==> src/u16d_pkg.sv <==
// Package for the UTF-16 byte stream decoder: widths, register indexes,
// reset values, unit ranges and the control struct of the unit decoder.
package u16d_pkg;

  localparam int BYTE_W  = 8;
  localparam int UNIT_W  = 16;
  localparam int CP_W    = 31;
  localparam int SUR_W   = 10;
  localparam int CFG_IDX_W = 3;

  // Register indexes of the configuration port
  localparam logic [CFG_IDX_W-1:0] CFG_START_LE  = 3'd0;
  localparam logic [CFG_IDX_W-1:0] CFG_SUP_MIN   = 3'd1;
  localparam logic [CFG_IDX_W-1:0] CFG_SUP_MAX   = 3'd2;
  localparam logic [CFG_IDX_W-1:0] CFG_INV_MASK  = 3'd3;
  localparam logic [CFG_IDX_W-1:0] CFG_INV_FLAG  = 3'd4;

  localparam logic [CP_W-1:0] SUP_MIN_RST  = 31'h0001_0000;
  localparam logic [CP_W-1:0] SUP_MAX_RST  = 31'h0020_0000;
  localparam logic [CP_W-1:0] INV_MASK_RST = 31'h00FF_FFFF;
  localparam logic [CP_W-1:0] INV_FLAG_RST = 31'h7800_0000;

  localparam logic [UNIT_W-1:0] HIGH_SUR_LO = 16'hD800;
  localparam logic [UNIT_W-1:0] HIGH_SUR_HI = 16'hDBFF;
  localparam logic [UNIT_W-1:0] LOW_SUR_LO  = 16'hDC00;
  localparam logic [UNIT_W-1:0] LOW_SUR_HI  = 16'hDFFF;
  localparam logic [UNIT_W-1:0] BOM_SWAPPED = 16'hFFFE;
  localparam logic [UNIT_W-1:0] BOM_NATIVE  = 16'hFEFF;
  localparam logic [CP_W-1:0]   SUP_OFFSET  = 31'h0001_0000;

  // What the unit decoder asks of the state registers
  typedef struct packed {
    logic            emit;
    logic [CP_W-1:0] value;
    logic            hold_high;   // load pending bits, set pending
    logic            clear_high;
    logic            flip_order;
    logic            mark_first;
  } u16d_ctl_t;

endpackage

==> src/u16d_unit_decode.sv <==
// Decodes one assembled 16-bit unit against the surrogate and BOM state.
// Purely combinational; depends on u16d_pkg.
module u16d_unit_decode
  import u16d_pkg::*;
(
  input  logic [UNIT_W-1:0] unit,
  input  logic              high_pending,
  input  logic [SUR_W-1:0]  pending_bits,
  input  logic              first_seen,
  input  logic [CP_W-1:0]   sup_min,
  input  logic [CP_W-1:0]   sup_max,
  input  logic [CP_W-1:0]   inv_mask,
  input  logic [CP_W-1:0]   inv_flag,
  output u16d_ctl_t         ctl
);

  logic            is_high;
  logic            is_low;
  logic [CP_W-1:0] pair_val;
  logic            in_range;

  always_comb begin
    is_high = unit inside {[HIGH_SUR_LO:HIGH_SUR_HI]};
    is_low  = unit inside {[LOW_SUR_LO:LOW_SUR_HI]};

    // A lone low surrogate carries only its own ten bits
    if (high_pending) begin
      pair_val = {11'd0, pending_bits, unit[SUR_W-1:0]} + SUP_OFFSET;
    end else begin
      pair_val = {21'd0, unit[SUR_W-1:0]};
    end
    in_range = (pair_val >= sup_min) && (pair_val < sup_max);

    ctl = '0;
    if (is_high) begin
      ctl.hold_high = 1'b1;
    end else if (is_low) begin
      ctl.clear_high = 1'b1;
      ctl.emit       = 1'b1;
      ctl.value      = in_range ? pair_val : ((pair_val & inv_mask) | inv_flag);
    end else begin
      ctl.clear_high = 1'b1;
      ctl.value      = {15'd0, unit};
      ctl.emit       = 1'b1;
      if (!first_seen) begin
        ctl.mark_first = 1'b1;
        // Byte order mark on the first plain unit: swallow it
        if (unit == BOM_SWAPPED) begin
          ctl.flip_order = 1'b1;
          ctl.emit       = 1'b0;
        end else if (unit == BOM_NATIVE) begin
          ctl.emit       = 1'b0;
        end
      end
    end
  end

endmodule

==> src/utf16_byte_stream_decoder_top.sv <==
// UTF-16 byte stream decoder, top level: byte pairing, state and result register.
// Depends on u16d_pkg and u16d_unit_decode.
//
// Usage:
//   Input channel in_valid/in_stall/in_byte carries one raw byte per request.
//   Two bytes form a unit, big- or little-endian as the current byte order says.
//   Output channel out_valid/out_stall/out_code_point carries decoded code points.
//   A byte is taken in every cycle in which the result register is empty or is
//   being emptied; in_stall follows out_stall only while a result is waiting.
//   A result appears in the cycle after the second byte of its unit is taken.
//   Throughput: one byte per cycle while no waiting result is stalled; the limit is the single result register.
//   High surrogates and a byte order mark as the first plain unit produce no result.
//   While out_stall is high the held result and its valid do not change.
//   Reset (synchronous, rst_n low) empties the result register, restores the
//   register defaults and big-endian order. A write of start_little_endian
//   clears the decode state and loads the byte order; other writes keep it.
//   Write configuration only while no request is in flight.
module utf16_byte_stream_decoder_top
  import u16d_pkg::*;
(
  input  logic                 clk,
  input  logic                 rst_n,
  input  logic                 in_valid,
  output logic                 in_stall,
  input  logic [BYTE_W-1:0]    in_byte,
  output logic                 out_valid,
  input  logic                 out_stall,
  output logic [CP_W-1:0]      out_code_point,
  input  logic                 cfg_we,
  input  logic [CFG_IDX_W-1:0] cfg_index,
  input  logic [CP_W-1:0]      cfg_wdata
);

  logic [CP_W-1:0]   sup_min_r;
  logic [CP_W-1:0]   sup_max_r;
  logic [CP_W-1:0]   inv_mask_r;
  logic [CP_W-1:0]   inv_flag_r;

  logic              phase_r;
  logic [BYTE_W-1:0] held_byte_r;
  logic [SUR_W-1:0]  pend_bits_r;
  logic              high_pend_r;
  logic              little_r;
  logic              first_seen_r;

  logic              out_valid_r;
  logic [CP_W-1:0]   out_cp_r;

  logic              in_acc;
  logic              unit_done;
  logic [UNIT_W-1:0] unit;
  u16d_ctl_t         ctl;

  assign in_stall       = out_valid_r && out_stall;
  assign in_acc         = in_valid && !in_stall;
  assign unit_done      = in_acc && phase_r;
  assign out_valid      = out_valid_r;
  assign out_code_point = out_cp_r;

  assign unit = little_r ? {in_byte, held_byte_r} : {held_byte_r, in_byte};

  u16d_unit_decode u_dec (
    .unit         (unit),
    .high_pending (high_pend_r),
    .pending_bits (pend_bits_r),
    .first_seen   (first_seen_r),
    .sup_min      (sup_min_r),
    .sup_max      (sup_max_r),
    .inv_mask     (inv_mask_r),
    .inv_flag     (inv_flag_r),
    .ctl          (ctl)
  );

  // Configuration registers
  always_ff @(posedge clk) begin
    if (!rst_n) begin
      sup_min_r  <= SUP_MIN_RST;
      sup_max_r  <= SUP_MAX_RST;
      inv_mask_r <= INV_MASK_RST;
      inv_flag_r <= INV_FLAG_RST;
    end else if (cfg_we) begin
      case (cfg_index)
        // byte order goes straight into the decode state
        CFG_START_LE: ;
        CFG_SUP_MIN:  sup_min_r  <= cfg_wdata;
        CFG_SUP_MAX:  sup_max_r  <= cfg_wdata;
        CFG_INV_MASK: inv_mask_r <= cfg_wdata;
        CFG_INV_FLAG: inv_flag_r <= cfg_wdata;
        default: ;
      endcase
    end
  end

  // Decode state
  always_ff @(posedge clk) begin
    if (!rst_n) begin
      phase_r      <= 1'b0;
      held_byte_r  <= '0;
      pend_bits_r  <= '0;
      high_pend_r  <= 1'b0;
      little_r     <= 1'b0;
      first_seen_r <= 1'b0;
    end else if (cfg_we && (cfg_index == CFG_START_LE)) begin
      phase_r      <= 1'b0;
      held_byte_r  <= '0;
      pend_bits_r  <= '0;
      high_pend_r  <= 1'b0;
      little_r     <= cfg_wdata[0];
      first_seen_r <= 1'b0;
    end else if (in_acc) begin
      phase_r <= !phase_r;
      if (!phase_r) begin
        held_byte_r <= in_byte;
      end else begin
        if (ctl.hold_high) begin
          pend_bits_r <= unit[SUR_W-1:0];
          high_pend_r <= 1'b1;
        end else if (ctl.clear_high) begin
          pend_bits_r <= '0;
          high_pend_r <= 1'b0;
        end
        if (ctl.flip_order) begin
          little_r <= !little_r;
        end
        if (ctl.mark_first) begin
          first_seen_r <= 1'b1;
        end
      end
    end
  end

  // Result register: drain on take, load on a new result
  always_ff @(posedge clk) begin
    if (!rst_n) begin
      out_valid_r <= 1'b0;
    end else if (unit_done && ctl.emit) begin
      out_valid_r <= 1'b1;
    end else if (!out_stall) begin
      out_valid_r <= 1'b0;
    end
  end

  always_ff @(posedge clk) begin
    if (unit_done && ctl.emit) begin
      out_cp_r <= ctl.value;
    end
  end

endmodule

==> config.mk <==
export PLATFORM = sky130hd
export DESIGN_NAME = utf16_byte_stream_decoder_top
export DESIGN_NICKNAME = d
export VERILOG_FILES = /design/src/u16d_pkg.sv /design/src/u16d_unit_decode.sv /design/src/utf16_byte_stream_decoder_top.sv
export SDC_FILE = /design/constraint.sdc
export NUM_CORES = 1
export LEC_CHECK = 0
export ABC_AREA = 1
export BUFFER_PORTS_ARGS = -buffer_cell sky130_fd_sc_hd__buf_2
export CAP_MARGIN = 5
export CORE_MARGIN = 1.5
export CORE_UTILIZATION = 50
export DETAILED_ROUTE_END_ITERATION = 10
export PLACE_DENSITY_LB_ADDON = 0.2
export SYNTH_ARGS = -nofsm -noshare
export SYNTH_HDL_FRONTEND = slang
export SYNTH_SLANG_ARGS = --single-unit
==> constraint.sdc <==
create_clock -name clk -period 3.1 [get_ports clk]
set_input_delay 0.31 -clock clk [delete_from_list [all_inputs] [get_ports clk]]
set_output_delay 0.31 -clock clk [all_outputs]
set_load 0.03 [all_outputs]
==> results.txt, run 1 <==
- Post-synthesis share of cell area spent on full adders, half adders and majority gates: 5.73%
- Boundary pin count: 80
- Subtracting the final worst setup slack from the clock period gives 2990 ps.
- Overall power consumption after layout is estimated at 5.20 mW.
- For the pin with the worst max-slew slack, the measured transition is 998 ps.
- Clock skew on the completed layout was measured at 9.15 ps.
- For this run, design rule violations remaining after detail routing come to 0.
- Clock tree from TritonCTS: done
- For this block, the routed nets add up to 21400 um of wire.
- Setup violations remaining at the end of the flow were counted as 0.
- Clk_lat worst skew: 430 ps
- Setup repair after global routing missed its margin: false
- Setup slack on the worst reg-to-reg path comes out at 110 ps.
- In this run the tightest slew margin relative to its limit is 33.5%.
- In the global route stage, overall resource usage came out at 26.5%.
* Max Cap Viol: 0
- Antenna Diode Count: 0
- Entering global routing, the biggest net connects 110 pins.
- Wire length of the first global-routing pass: 34500 um
- Post-Synthesis Net Count: 1164
* Most frequent cells in the layout: sky130_fd_sc_hd__nand2_1 (192), sky130_fd_sc_hd__nor2_1 (153), sky130_fd_sc_hd__dfxtp_1 (136)
- The synthesized netlist devotes 0.108% of its cell area to XOR and XNOR gates.
- In this run the static leakage power is 4.46 nW.
- Design internal power: 3.88 mW
- CP arrival: 3160 ps
- Sequential power share: 45.0%
- Clock power share: 43.0%
* Detailed-placement wirelength estimate: 15300 um
* Largest stage delay on the critical path: 340 ps
* Maximum resistive drop on vdd: 0.000394 V
* Synth-to-Final Area Change: 17.0%
* Sequential fraction of the synthesis area: 45.5%
- Die extent in x: 130 um
- Most common cell after layout, fill and taps aside: sky130_fd_sc_hd__nand2_1
- Portion of synthesized cell area occupied by the leading cell type: 34.0%
* Biggest area contributors in the synthesized netlist: sky130_fd_sc_hd__dfxtp_1 (34%), sky130_fd_sc_hd__edfxtp_1 (12%), sky130_fd_sc_hd__nand2_1 (8.9%), sky130_fd_sc_hd__o21ai_0 (8.0%), sky130_fd_sc_hd__nor2_1 (7.3%)
- Timing would allow up to 334 MHz.
- Core area: 15800 um^2
* Library cell with the largest summed area after synthesis: sky130_fd_sc_hd__dfxtp_1
- The slowest stage of the critical path belongs to the cell sky130_fd_sc_hd__dfxtp_2.
- Placer's final routability congestion estimate: 0.924
* Fraction of power spent switching nets: 25.3%
- The share of total power dissipated in combinational logic is 11.9%.
- The mapped netlist covers 8070 um^2.
- Among the stages of the critical path, the cell type that occurs most often is sky130_fd_sc_hd__nand2_1.
- Number of endpoints with negative hold slack in the final report: 0
* Critical path required time: 3270 ps
* Crit path max-delay family: simple AND/OR/NAND/NOR gates
- Using the TritonRoute via totals, the vias-per-cell ratio works out to 5.22.
- Of the post-synthesis cell area, the part taken by muxes is 0%.
- The flow ran to the end, and the final reports show no timing, DRC or antenna violations.
- Critical path peak fanout: 10
* Combinational family with the most area after synthesis: simple AND/OR/NAND/NOR gates
* Post-synthesis cell count: 1080
* Number of buffers between clock root and the deepest sink: 2
* Iteration-0 DRC count of the detailed router: 554
* Number of nets with antenna violations after detailed routing: 0
- Placement-stage cell area: 8790 um^2
- Area of the die: 16900 um^2
- The tightest min-delay check is of the in2reg type.
* Y dimension of the die: 130 um
- The number of buffers and inverters on the critical path is 3.
- Path type of the worst setup path: reg2reg
- In the final design database the tool counted 1253 nets.
- Number of buffers inserted by post-CTS setup repair: 0
* CP startpoint kind: flip-flop
- Dividing the detail-routed wire length by the instance count gives 15.3 um.
- Overall via count from detail_route: 7296
- For this run, the number of Yosys warnings is 0.
* Clock buffers created by TritonCTS: 17
- Simple-Gate Fraction of Synth Area: 24.4%
- After clock tree synthesis, the clock-pin slew on the worst setup and hold paths is 60 ps.
- Of the available clock period, the critical path in the final layout requires 96.5%.
- The max-slew violation count was 0.
* Unique cell type count in the Yosys netlist: 38
- The clock tree synthesis step divided the H-tree into 4 levels.
- Global-route congestion overflow total: 0
* Compound-cell area share of the yosys netlist: 15.5%
- For this configuration, the core starts out at a cell density of 51.0%.
- Cells fill 59.7% of the core in the end.
* Capturing element type of the critical path: flip-flop
- The post-route netlist has 15.5% of its cells at a drive strength greater than 1.
- The number of global-route vias before repair came to 6766.
- Port buffering added 79 buffers.
* Detailed Routing Iterations Pass 1: 5
- Walking the worst path, the cells encountered are buf_4 > o21ai_0 > inv_1 > ha_1 > nand2_1 > a21oi_1 > nor2_1 > nand2_1 > nand2_1 > nand3_1 > nand2_1 > nand2_1 > nand2_1 > nand2_1 > nand2_2 > buf_6 > nand3_1 > nand3_1 > nand2_1.
* Clk Tree Root Cell: sky130_fd_sc_hd__clkbuf_16
* Synth Register Bits: 168
- The initial antenna violation count was 0.
- Switching component of the power: 1.32 mW
- Adding up every negative setup slack in the final design gives 0 ps.
* Clock sinks: 168
- The floorplan has 46 rows.
* Final std cell area, no fill: 9450 um^2
* Average cell area after synthesis: 7.47 um^2
* Areal power density over the cells: 550 nW/um^2
-- layer usage --
metal	share of wire, %	GRT usage, %	vias to the layer above
li1	-	-	3708
met2	45	41.9	202
met1	48	36.8	3366
met3	5.6	5.17	20
met4	1.2	7.84	0
met5	0	0	-
-- cell type report --
cell class,count,area (um^2)
Inverter,128,480
Timing Repair Buffer,116,677
Multi-Input combinational cell,738,3720
Fill cell,1509,6380
Clock buffer,22,485
Clock inverter,10,141
Sequential cell,168,3670
Tap cell,216,270
-- tightest hold or removal path, stage by stage --
cell                      delay (ps)
sky130_fd_sc_hd__buf_2           100
sky130_fd_sc_hd__nand2_1          50
sky130_fd_sc_hd__nand3_1          60
-- power by group through the flow --
stage / logic [mW] / clock network, mW / registers (mW)
after floorplan: 0.364 / 0 / 2.41
after global placement: 0.599 / 0 / 2.39
after detailed placement: 0.607 / 0 / 2.39
after CTS: 0.612 / 2.26 / 2.34
after global routing: 0.693 / 2.34 / 2.35
final: 0.620 / 2.24 / 2.34
-- repair_timing --
item / 4_1_cts / 5_1_grt
endpoints found under the setup margin: 0 / 25
hold buffers: 0 / 0
gates resized for setup: 0 / 11
-- sequential cells by signal (all words and copies together), names as in the netlist --
name / flops
inv_flag_r: 31
out_code_point: 31
sup_max_r: 31
sup_min_r: 31
inv_mask_r: 21
pend_bits_r: 10
held_byte_r: 8
first_seen_r: 1
high_pend_r: 1
little_r: 1
out_valid: 1
phase_r: 1
-- synthesized netlist by cell type (all sizes together) --
| cell type | n |
|---|---|
| nor3 | 13 |
| a21oi | 85 |
| inv | 127 |
| nand2 | 198 |
| or2 | 7 |
| dfxtp | 137 |
| o211ai | 2 |
| clkbuf | 35 |
| ha | 37 |
| and2 | 1 |
| buf | 11 |
| nand3b | 2 |
| nor2 | 165 |
| nand4 | 14 |
| o21ai | 137 |
| nand3 | 52 |
| a211oi | 1 |
| nor4 | 8 |
| xor2 | 1 |
| o21a | 2 |
| edfxtp | 31 |
| a21o | 10 |
| clkinv | 1 |
| nor3b | 1 |
| a41o | 1 |
| o21bai | 1 |
-- metrics by stage --
stage          hold slack (ps)  setup slack (ps)  cells
2_1_floorplan              421               341   1080
3_3_place_gp               432               166   1366
3_5_place_dp               443              27.8   1366
4_1_cts                    116              13.7   1398
5_1_grt                    140              8.00   1398
6_report                   129               107   1398
-- path summary, 6_finish.rpt --
check	end	depth (start not counted)	startpoint
worst max-delay path	out_code_point[13]$_SDFFCE_PN0P_	19	little_r$_SDFFE_PN0P_
worst min-delay path	inv_flag_r[27]$_SDFFE_PN1P_	3	cfg_wdata[27]
worst max register to register	out_code_point[13]$_SDFFCE_PN0P_	19	little_r$_SDFFE_PN0P_
worst min register to register	inv_mask_r[1]$_SDFFE_PN1P_	2	inv_mask_r[1]$_SDFFE_PN1P_
-- cell families (layout without fill, tap and decap cells) --
group / after synthesis / in the layout
AOI/OAI and AO/OA: 239 / 239
DFF: 168 / 168
and+or+nand+nor: 461 / 461
adders and majority gates: 37 / 37
buffers and inverters: 174 / 276
xor gates and xnor gates: 1 / 1
Note: power is estimated with default switching activity, not from simulation.
==> run 2: changes to the inputs <==
--- a/config.mk
+++ b/config.mk
@@ -11,7 +11,8 @@
 export CORE_MARGIN = 1.5
 export CORE_UTILIZATION = 50
 export DETAILED_ROUTE_END_ITERATION = 10
-export PLACE_DENSITY_LB_ADDON = 0.2
+export PLACE_DENSITY = 0.7
+export REMOVE_ABC_BUFFERS = 1
 export SYNTH_ARGS = -nofsm -noshare
 export SYNTH_HDL_FRONTEND = slang
 export SYNTH_SLANG_ARGS = --single-unit
==> results.txt, run 2 (synthesis results as in run 1) <==
- The global-route wire length before repair was 33200 um (was 34500 um).
- WL/cell: 15.2 um (was 15.3 um)
* Final-layout fill cell count: 1468 (was 1509)
* Critical path required time: 3270 ps (about the same)
- The kind of capture point of the worst setup path was a flip-flop (unchanged).
* Clock buffers created by TritonCTS: 17 (unchanged)
- Measured slew at the worst slew-check pin: 1060 ps (was 998 ps)
- Vias per cell: 5.27 (was 5.22)
- The die area came to 16900 um^2 (unchanged).
* Placer's final routability congestion estimate: 0.892 (was 0.924)
- Met3 routed WL: 1310 um (was 1210 um)
- The standard cell core area came to 15800 um^2 (unchanged).
* Final std cell area, no fill: 9430 um^2 (was 9450 um^2)
* Fmax: 343 MHz (was 334 MHz)
- Slew headroom: 29.5% (was 33.5%)
- The proportion of layout cells with a drive suffix above 1 came to 15.7% (was 15.5%).
- The met2 wirelength from detailed routing is 9410 um (was 9680 um).
* WHS: 129 ps (about the same)
- The nature of the critical path startpoint is a flip-flop (unchanged).
- Time the worst path needs with I/O delays and setup: 2910 ps (was 2990 ps)
* Setup violators final: 0 (unchanged)
- The area of the multi-input gates came to 3720 um^2 (about the same).
- The total number of placement rows came to 46 (unchanged).
- Area taken by flip-flops and latches: 3670 um^2 (unchanged)
- R2r startpoint: little_r$_SDFFE_PN0P_ (unchanged)
* Y dimension of the die: 130 um (unchanged)
- Result of the run: complete, no violations (unchanged).
* Antenna Diode Count: 0 (unchanged)
* DRC violations left: 0 (unchanged)
* Detailed Routing Iterations Pass 1: 5 (unchanged)
- Reg-to-reg slack, setup: 190 ps (was 110 ps)
* H-Tree Depth: 4 (unchanged)
- The cell at the root of the clock tree was sky130_fd_sc_hd__clkbuf_16 (unchanged).
- Number of antenna violations at the first check in global routing: 0 (unchanged)
* Number of buffers between clock root and the deepest sink: 2 (unchanged)
- Most frequent cells in the layout: sky130_fd_sc_hd__nand2_1 (192), sky130_fd_sc_hd__nor2_1 (155), sky130_fd_sc_hd__dfxtp_1 (136) (was sky130_fd_sc_hd__nand2_1 (192), sky130_fd_sc_hd__nor2_1 (153), sky130_fd_sc_hd__dfxtp_1 (136)).
* Clock sinks: 168 (unchanged)
* Slew Limit Fails: 0 (unchanged)
* R2R depth: 17 (was 19)
- The final worst setup slack was 188 ps (was 107 ps).
- The area growth from synthesis to final layout is 16.8% (was 17.0%).
* Maximum resistive drop on vdd: 0.000428 V (was 0.000394 V)
- Starting Density: 51.0% (unchanged)
- Number of nets in the finished design: 1253 (unchanged)
- The final routed wirelength across all metal layers is 21300 um (was 21400 um).
* Post-route setup TNS: 0 ps (unchanged)
* Global-route congestion overflow total: 0 (unchanged)
- Clk pin slew, worst setup/hold paths: 60 ps (about the same)
- The routed metal-1 wire length came to 10100 um (was 10300 um).
- Path type of the worst min-delay path: in2reg (unchanged)
* Port-buffer cells: 79 (unchanged)
- The startpoint-to-endpoint class of the critical path was reg2reg (unchanged).
* CP arrival: 3080 ps (was 3160 ps)
* Boundary pin count: 80 (unchanged)
* Worst setup slack before clock tree synthesis: 58.5 ps (was 27.8 ps)
- Number of nets with antenna violations after detailed routing: 0 (unchanged)
- The maximum net fanout on the critical path came to 26 (was 10).
* Highest metal layer with signal wires: met4 (unchanged)
* Cell total after placement: 1364 (was 1366)
* Placement-stage cell area: 8790 um^2 (about the same)
* Most common cell after layout, fill and taps aside: sky130_fd_sc_hd__nand2_1 (unchanged)
- The global routing usage summed across all routing layers is 25.7% (was 26.5%).
* Clock tree from TritonCTS: done (unchanged)
* Overall via count from detail_route: 7366 (was 7296)
- Die extent in x: 130 um (unchanged)
- The latest clock arrival within the worst-skew pair came to 440 ps (was 430 ps).
- The worst setup path startpoint is little_r$_SDFFE_PN0P_ (unchanged).
* Vias in the first global route: 6446 (was 6766)
- Fraction of the cycle the final worst path needs: 93.9% (was 96.5%)
- The max-cap check violation count came to 0 (unchanged).
- Final std cells w/o fill: 1398 (unchanged)
- The largest net degree at the start of global routing came to 110 (unchanged).
- The ratio of total power to cell area is 543 nW/um^2 (was 550 nW/um^2).
* Detailed-placement wirelength estimate: 15000 um (was 15300 um)
- The number of failing hold endpoints at the final stage is 0 (unchanged).
- Reg-to-reg endpoint: out_code_point[13]$_SDFFCE_PN0P_ (unchanged)
- Setup clock skew after layout: 9.28 ps (was 9.15 ps)
* Iteration-0 DRC count of the detailed router: 633 (was 554)
- The destination of the critical timing path is out_code_point[13]$_SDFFCE_PN0P_ (unchanged).
* Static Leak: 4.44 nW (was 4.46 nW)
run 2: worst max-delay path, stage by stage, from the launching register on:
cell	delay, ps
sky130_fd_sc_hd__dfxtp_2	340
sky130_fd_sc_hd__buf_12	160
sky130_fd_sc_hd__o21ai_0	220
sky130_fd_sc_hd__inv_1	150
sky130_fd_sc_hd__ha_1	320
sky130_fd_sc_hd__a21oi_1	70
sky130_fd_sc_hd__or2_2	270
sky130_fd_sc_hd__a21oi_1	120
sky130_fd_sc_hd__nor2_1	50
sky130_fd_sc_hd__nand2_1	100
sky130_fd_sc_hd__nand2_1	60
sky130_fd_sc_hd__nand2_1	80
sky130_fd_sc_hd__nand2_2	70
sky130_fd_sc_hd__nand2_2	180
sky130_fd_sc_hd__buf_4	210
sky130_fd_sc_hd__nand3_1	80
sky130_fd_sc_hd__nand3_1	100
sky130_fd_sc_hd__nand2_1	60
run 2: worst min path at each step:
stage | startpoint | to | slack, ps | cells past startpoint
detailed placement | sup_max_r[21]$_SDFFE_PN1P_ | sup_max_r[21]$_SDFFE_PN1P_ | 440 | 2
global placement | sup_max_r[21]$_SDFFE_PN1P_ | sup_max_r[21]$_SDFFE_PN1P_ | 430 | 2
floorplan | rst_n | sup_max_r[21]$_SDFFE_PN1P_ | 390 | 1
global route | cfg_wdata[28] | inv_flag_r[28]$_SDFFE_PN1P_ | 130 | 3
finish | cfg_wdata[29] | inv_flag_r[29]$_SDFFE_PN1P_ | 130 | 3
CTS | cfg_wdata[21] | sup_max_r[21]$_SDFFE_PN1P_ | 120 | 3
run 2: metrics by stage:
stage / total power [mW] / util [%]
floorplan: 2.75 / -
global placement: 2.98 / 55.5
detailed placement: 2.99 / 55.5
CTS: 5.11 / 59.3
global route: 5.28 / 59.5
finish: 5.11 / 59.5
run 2: final cells by class:
cell class	instances	area share, %
Clock inverter	9	1.22
Timing Repair Buffer	116	7.27
Multi-Input combinational cell	738	39.5
Tap cell	216	2.87
Inverter	128	5.10
Clock buffer	23	5.07
Sequential cell	168	39.0
run 2: repair_timing:
item / CTS / global route
setup endpoints to repair: 0 / 28
hold buffers: 0 / 0
buffers inserted: 0 / 2
gates resized for setup: 0 / 11
hold endpoints to repair: 0 / 0
run 2: metal layers:
metal  up-vias  GRT usage, %
met5         -             0
met4         0          9.02
met3        29          4.51
met2       262          38.9
met1      3374          36.8
li1       3701             -
run 2: report_power, final:
group | switching (mW) | internal (mW) | total (mW)
clock | 0.899 | 1.26 | 2.16
sequential | 0.0347 | 2.31 | 2.34
combinational | 0.401 | 0.214 | 0.615
